`config.mk`:
```
export PLATFORM = sky130hd
export DESIGN_NAME = mav2fc_back_flat
export DESIGN_NICKNAME = d
export VERILOG_FILES = /design/src/sv/mav2fc_pkg.sv /design/src/sv/mav2fc_if.sv /design/src/sv/mav2fc_back.sv /design/src/flat_wrapper.sv
export SDC_FILE = /design/constraint.sdc
export NUM_CORES = 1
export LEC_CHECK = 0
export ABC_AREA = 1
export ABC_CLOCK_PERIOD_IN_PS = 6970
export BUFFER_PORTS_ARGS = -buffer_cell sky130_fd_sc_hd__buf_2
export CAP_MARGIN = 0
export CORE_MARGIN = 2
export CORE_UTILIZATION = 50
export DETAILED_ROUTE_END_ITERATION = 10
export MAX_ROUTING_LAYER = met4
export PLACE_DENSITY = 0.77
export SLEW_MARGIN = 20
export SYNTH_ARGS = -nofsm -noshare
export SYNTH_HDL_FRONTEND = slang
export SYNTH_SLANG_ARGS = --single-unit
```
`constraint.sdc`:
```
create_clock -name clk_i -period 6.97 [get_ports clk_i]
set_clock_uncertainty 0.2 [all_clocks]
set_input_delay 0.697 -clock clk_i [delete_from_list [all_inputs] [get_ports clk_i]]
set_output_delay 0.697 -clock clk_i [all_outputs]
set_load 0.01 [all_outputs]
```
`src/sv/mav2fc_pkg.sv`:
```
`default_nettype none

package mav2fc_pkg;

  // Frame geometry
  localparam int unsigned MaxFrameBytes = 512;
  localparam int unsigned PosW          = $clog2(MaxFrameBytes + 1);
  localparam int unsigned CmpW          = 11;
  localparam int unsigned MinFrameBytes = 12;
  localparam int unsigned HeaderBytes   = 10;

  // Front-to-back queue
  localparam int unsigned QueueDepth = 2;
  localparam int unsigned QPtrW      = $clog2(QueueDepth);
  localparam int unsigned QCntW      = $clog2(QueueDepth + 1);

  // APB register map
  localparam int unsigned AddrW        = 3;
  localparam int unsigned DataW        = 32;
  localparam logic        RegStartMark = 1'b0;
  localparam logic [7:0]  StartMarkRst = 8'd253;

  typedef enum logic [2:0] {
    StatusOk       = 3'd0,
    StatusTooShort = 3'd1,
    StatusTrunc    = 3'd2,
    StatusUnknown  = 3'd3,
    StatusCrcBad   = 3'd4
  } status_e;

  // What the back end does with one word
  typedef enum logic [2:0] {
    KindSkip,
    KindStart,
    KindCrc,
    KindExtra,
    KindRxHi
  } kind_e;

  typedef struct packed {
    logic [7:0]      data;
    kind_e           kind;
    logic            is_len;
    logic            id_en;
    logic [1:0]      id_idx;
    logic            last;
    logic [PosW-1:0] count;
  } entry_t;

  typedef struct packed {
    logic       known;
    logic [7:0] extra;
    logic [7:0] min_len;
  } id_info_t;

  function automatic id_info_t id_lookup(input logic [23:0] id);
    id_info_t r;
    r = '0;
    r.known = 1'b1;
    case (id)
      24'd0:   begin r.extra = 8'd50;  r.min_len = 8'd9;  end
      24'd30:  begin r.extra = 8'd39;  r.min_len = 8'd28; end
      24'd31:  begin r.extra = 8'd246; r.min_len = 8'd32; end
      24'd32:  begin r.extra = 8'd185; r.min_len = 8'd28; end
      24'd33:  begin r.extra = 8'd104; r.min_len = 8'd28; end
      24'd85:  begin r.extra = 8'd140; r.min_len = 8'd51; end
      default: r = '0;
    endcase
    return r;
  endfunction

  // CRC-16/MCRF4XX, one byte
  function automatic logic [15:0] crc_add(input logic [15:0] crc, input logic [7:0] b);
    logic [7:0] t;
    t = b ^ crc[7:0];
    t = t ^ {t[3:0], 4'b0000};
    return {8'h00, crc[15:8]} ^ {t, 8'h00} ^ {5'b00000, t, 3'b000} ^ {12'h000, t[7:4]};
  endfunction

endpackage

`default_nettype wire

```
`src/sv/mav2fc_if.sv`:
```
`default_nettype none


interface mav2fc_out_if;
  logic        valid;
  logic        ready;
  logic [2:0]  status;
  logic [23:0] msg_id;
  logic [7:0]  payload_len;
  logic        start_ok;
  logic        size_ok;

  modport source (output valid, output status, output msg_id, output payload_len,
                  output start_ok, output size_ok, input ready);
  modport sink (input valid, input status, input msg_id, input payload_len,
                input start_ok, input size_ok, output ready);
endinterface

`default_nettype wire

```
`src/sv/mav2fc_back.sv`:
```
`default_nettype none

module mav2fc_back (
  input  wire logic                clk_i,
  input  wire logic                rst_ni,
  input  wire logic [7:0]          start_marker_i,
  input  wire logic                valid_i,
  input  wire mav2fc_pkg::entry_t  entry_i,
  output logic                     pop_o,
  mav2fc_out_if.source             out_o
);

  logic [15:0] crc_q, crc_d;
  logic [7:0]  len_q, len_d;
  logic [23:0] id_q, id_d;
  logic [15:0] rx_q, rx_d;
  logic        first_q, first_d;

  logic        out_valid_q;
  logic [2:0]  status_q;
  logic [23:0] id_out_q;
  logic [7:0]  len_out_q;
  logic        start_ok_q, size_ok_q;

  mav2fc_pkg::id_info_t        cur_info, fin_info;
  mav2fc_pkg::status_e         status;
  logic [mav2fc_pkg::CmpW-1:0] n_ext, need;
  logic                        size_ok;

  assign pop_o = valid_i && (!entry_i.last || !out_valid_q || out_o.ready);

  always_comb begin
    crc_d    = crc_q;
    len_d    = len_q;
    id_d     = id_q;
    rx_d     = rx_q;
    first_d  = first_q;
    cur_info = mav2fc_pkg::id_lookup(id_q);

    unique case (entry_i.kind)
      mav2fc_pkg::KindStart: first_d = entry_i.data == start_marker_i;
      mav2fc_pkg::KindCrc: begin
        crc_d = mav2fc_pkg::crc_add(crc_q, entry_i.data);
        if (entry_i.is_len) begin
          len_d = entry_i.data;
        end
        if (entry_i.id_en) begin
          case (entry_i.id_idx)
            2'd0:    id_d[7:0]   = entry_i.data;
            2'd1:    id_d[15:8]  = entry_i.data;
            default: id_d[23:16] = entry_i.data;
          endcase
        end
      end
      mav2fc_pkg::KindExtra: begin
        if (cur_info.known) begin
          crc_d = mav2fc_pkg::crc_add(crc_q, cur_info.extra);
        end
        rx_d = {8'h00, entry_i.data};
      end
      mav2fc_pkg::KindRxHi: rx_d = {entry_i.data, rx_q[7:0]};
      default: ;
    endcase

    // Final verdict, first failing check wins
    fin_info = mav2fc_pkg::id_lookup(id_d);
    n_ext    = mav2fc_pkg::CmpW'(entry_i.count);
    need     = mav2fc_pkg::CmpW'(mav2fc_pkg::MinFrameBytes) + mav2fc_pkg::CmpW'(len_d);
    if (n_ext < mav2fc_pkg::CmpW'(mav2fc_pkg::MinFrameBytes)) begin
      status = mav2fc_pkg::StatusTooShort;
    end else if (n_ext < need) begin
      status = mav2fc_pkg::StatusTrunc;
    end else if (!fin_info.known) begin
      status = mav2fc_pkg::StatusUnknown;
    end else if (crc_d != rx_d) begin
      status = mav2fc_pkg::StatusCrcBad;
    end else begin
      status = mav2fc_pkg::StatusOk;
    end
    size_ok = fin_info.known && (len_d >= fin_info.min_len) && (n_ext >= need) &&
              (n_ext >= mav2fc_pkg::CmpW'(mav2fc_pkg::MinFrameBytes));
  end

  always_ff @(posedge clk_i or negedge rst_ni) begin
    if (!rst_ni) begin
      crc_q       <= 16'hFFFF;
      len_q       <= '0;
      id_q        <= '0;
      rx_q        <= '0;
      first_q     <= 1'b0;
      out_valid_q <= 1'b0;
    end else begin
      if (pop_o && entry_i.last) begin
        crc_q       <= 16'hFFFF;
        len_q       <= '0;
        id_q        <= '0;
        rx_q        <= '0;
        first_q     <= 1'b0;
        out_valid_q <= 1'b1;
      end else begin
        if (pop_o) begin
          crc_q   <= crc_d;
          len_q   <= len_d;
          id_q    <= id_d;
          rx_q    <= rx_d;
          first_q <= first_d;
        end
        if (out_o.ready) begin
          out_valid_q <= 1'b0;
        end
      end
    end
  end

  always_ff @(posedge clk_i) begin
    if (pop_o && entry_i.last) begin
      status_q   <= status;
      id_out_q   <= id_d;
      len_out_q  <= len_d;
      start_ok_q <= first_d;
      size_ok_q  <= size_ok;
    end
  end

  assign out_o.valid       = out_valid_q;
  assign out_o.status      = status_q;
  assign out_o.msg_id      = id_out_q;
  assign out_o.payload_len = len_out_q;
  assign out_o.start_ok    = start_ok_q;
  assign out_o.size_ok     = size_ok_q;

endmodule

`default_nettype wire

```
`src/flat_wrapper.sv`:
```
// flat-port wrapper written by rule: the top's interface ports become plain ports
module mav2fc_back_flat 
  (clk_i, rst_ni, start_marker_i, valid_i, entry_i, pop_o, out_o_valid, out_o_status, out_o_msg_id, out_o_payload_len, out_o_start_ok, out_o_size_ok, out_o_ready);
  mav2fc_out_if out_o_i ();
  input  wire logic clk_i;
  input  wire logic rst_ni;
  input  wire logic [7:0] start_marker_i;
  input  wire logic valid_i;
  input  wire mav2fc_pkg::entry_t entry_i;
  output logic pop_o;
  output wire logic [$bits(out_o_i.valid)-1:0] out_o_valid;
  output wire logic [$bits(out_o_i.status)-1:0] out_o_status;
  output wire logic [$bits(out_o_i.msg_id)-1:0] out_o_msg_id;
  output wire logic [$bits(out_o_i.payload_len)-1:0] out_o_payload_len;
  output wire logic [$bits(out_o_i.start_ok)-1:0] out_o_start_ok;
  output wire logic [$bits(out_o_i.size_ok)-1:0] out_o_size_ok;
  input wire logic [$bits(out_o_i.ready)-1:0] out_o_ready;
  assign out_o_valid = out_o_i.valid;
  assign out_o_status = out_o_i.status;
  assign out_o_msg_id = out_o_i.msg_id;
  assign out_o_payload_len = out_o_i.payload_len;
  assign out_o_start_ok = out_o_i.start_ok;
  assign out_o_size_ok = out_o_i.size_ok;
  assign out_o_i.ready = out_o_ready;
  mav2fc_back u_core (.clk_i(clk_i), .rst_ni(rst_ni), .start_marker_i(start_marker_i), .valid_i(valid_i), .entry_i(entry_i), .pop_o(pop_o), .out_o(out_o_i));
endmodule
```
==> key figures <==
Outcome
  – Status: finished clean

Timing
  – Final period util: 0.561
  – Final setup margin: 3.06 ns
  – RSZ-0062 raised after global routing: false
  – Sum of negative setup slack: 0 ns
  – FMAX: 0.256 GHz
  – Rel. slew slack: 0.398
  – Endpoints failing hold: 0
  – Worst-margin pin slew: 0.904 ns
  – Slew Viols, Final: 0
  – Final setup viols: 0
  – Crit path time final: 3.91 ns

Flow run
  – MaxCap Viol Count: 0

Hold path
  – HP Class: flop to flop

CTS
  – H-tree Lvls: 3
  – CTS tree: built
  – Post-CTS Setup Bufs: 0
  – Worst skew pair latency: 0.36 ns
  – CTS buffer count: 9
  – CTS max path bufs: 2
  – Hold buffers post-CTS: 0
  – Clk sinks: 103
  – Root Buffer: clkbuf_16
  – Post_cts resized: 0
  – Clk slew on worst S/H paths: 0.07 ns

Setup path
  – Reg2reg setup slack: 3.34 ns
  – Max incr delay on CP: 0.42 ns
  – Most frequent CP cell: inv_1
  – Worst-path cell chain: buf_2, inv_2, nand2_2, nor2_4, nand3_2, o21ai_1, inv_1, nor2_1, nand3_1, nor4_1, o21a_1, ha_1, inv_1, nand2_1, a21oi_1, o21ai_0, nand3_1, nand4_1, nand4_1, inv_1
  – Worst Path Arrival: 3.83 ns
  – Crit start category: input pin
  – Critical path class: input pin to flop
  – Required @ worst endpoint: 6.89 ns
  – CP max-delay cell: nor4_1
  – Setup crit end kind: flop
  – Worst-path maximum fanout: 16

Synthesis
  – Main combinational cell family by area after synthesis: simple AND/OR/NAND/NOR gates
  – Synth Register Bits: 103
  – Yosys warns: 0
  – Post-synthesis adder-cell area fraction: 0.0302
  – Post-synthesis cell type count: 41
  – EDFF count, synth: 37
  – Multiplexer share of the synthesized area: 0
  – Dominant synthesized flop cell: dfrtp_1
  – Post-Synth XOR/XNOR Area: 0.0422
  – Synth Area in Compound Gates: 0.157
  – Synth Area per Inst: 7.59 um^2
  – Cell area after synthesis: 0.00664 mm^2
  – Post-Synth Simple-Gate Area: 0.233
  – Syn nets: 928
  – Asr flop ratio synth: 0.641
  – Synth Instances: 874
  – Register area share after synthesis: 0.419

Power and ir drop
  – VDD IR max: 190 uV
  – P_leak: 4.02 nW
  – P per Cell Area: 232 mW/mm^2

Finish
  – Highest-count cells in the layout ignoring fill and taps: nand2_1, inv_1, buf_2
  – Fin nets: 995
  – Layout Cells excl Fill: 1122
  – Layout area overhead: 12.1%
  – Fin area: 0.00744 mm^2
  – Final Util: 0.569
  – Ratio of cells with drive above 1 in the final layout: 0.142
  – Antenna diodes: 0
  – Fill count: 1207
  – Most common cell after layout, fill and taps aside: nand2_1

Global routing
  – First-pass GRT wire length: 28.7 mm
  – Vias in the first global route: 5732
  – Tot GR Track Use: 0.264
  – Initial antenna violation count: 0
  – GR Overflow Total: 0
  – Largest net degree at the start of global routing: 67

Drt
  – Drt total wl: 17.4 mm
  – Vias post-DR: 6128
  – Remaining antenna violation count after routing: 0
  – DR WL/cell: 15.5 um
  – DRC viols: 0
  – First DRT Iteration DRCs: 683
  – TritonRoute pass-1 iters: 5
  – Via/cell ratio: 5.46

Placed design
  – Placed Cells: 1106
  – Hpwl dp: 12.5 mm
  – Post-DP Area: 0.00716 mm^2
  – Setup slack after placement: 2.75 ns
  – Placer congestion estimate: 0.951
  – Port Buf Inserts: 76

Die
  – Die width: 119 um
  – Core Region: 0.0131 mm^2
  – Die footprint: 0.0142 mm^2
  – Initial Util: 0.507
  – I/O pin count: 77
  – Die Ht: 119 um
  – Row count: 42
flip-flops by register name, summed over array words and instances (netlist names), 3 cells and up:
signal	count
u_core.out_o.status	3
u_core.out_o.payload_len	8
u_core.out_o.msg_id	24
u_core.crc_q	16
u_core.len_q	8
u_core.rx_q	16
u_core.id_q	24
metal layers:
metal  up-vias  routed length [um]  track usage
met1      2809                7710        0.356
li1       3031                   -            -
met2       252                7890        0.404
met5         -                   0            -
met4         0                 400       0.0945
met3        36                1370       0.0450
synth_stat cells (14+ instances only):
library cell	count	area [um^2]
a21oi_1	15	75.1
a22oi_1	15	113
clkbuf_1	20	75.1
dfrtp_1	50	1250
dfstp_2	16	420
edfxtp_1	37	1110
ha_1	16	200
inv_1	169	634
nand2_1	183	687
nand3_1	69	345
nand4_1	17	106
nor2_1	56	210
o21ai_0	56	280
o22ai_1	61	382
xnor2_1	18	158
xor2_1	14	123
report_power, final:
part           internal, mW  switching [mW]
logic                 0.180           0.360
registers             0.679          0.0251
clock network         0.245           0.240
per-stage QoR:
stage                     total power [mW]  hold WS (ns)
after floorplan                       1.10         0.201
after global placement                1.23         0.269
after detailed placement              1.24         0.274
after CTS                             1.73         0.291
after global routing                  1.83         0.305
final                                 1.73         0.287
final cells by class:
cell class                      instances  area (um^2)  share of cell area
Multi-Input combinational cell        570         3070               0.413
Sequential cell                       103         2780               0.374
Inverter                              174          653              0.0878
Timing Repair Buffer                   83          433              0.0582
Clock buffer                            9          225              0.0303
Tap cell                              176          220              0.0296
Clock inverter                          7         53.8             0.00723
logic make-up after synthesis:
family          Yosys count
compound gates          175
xor+xnor                 32
fa+ha+maj                16
buf+inv                 201
flops                   103
simple gates            347
worst paths after layout:
check                           cells after the start            start                endpoint
worst max-delay path                               20      entry_i[17]    u_core.out_o.size_ok
worst min-delay path                                2   u_core.rx_q[0]          u_core.rx_q[0]
worst max register to register                     16  u_core.id_q[16]  u_core.out_o.status[2]
worst min register to register                      2   u_core.rx_q[0]          u_core.rx_q[0]
max in group asynchronous                           2           rst_ni         u_core.id_q[12]
min in group asynchronous                           2           rst_ni          u_core.rx_q[6]
worst max-delay path: cells and delay by family:
family | cells | cell delay, ns
buffers and inverters | 5 | 0.37
adders and majority gates | 1 | 0.23
and+or+nand+nor | 10 | 1.81
AOI/OAI and AO/OA | 4 | 0.72
Note: power is estimated with default switching activity, not from simulation.
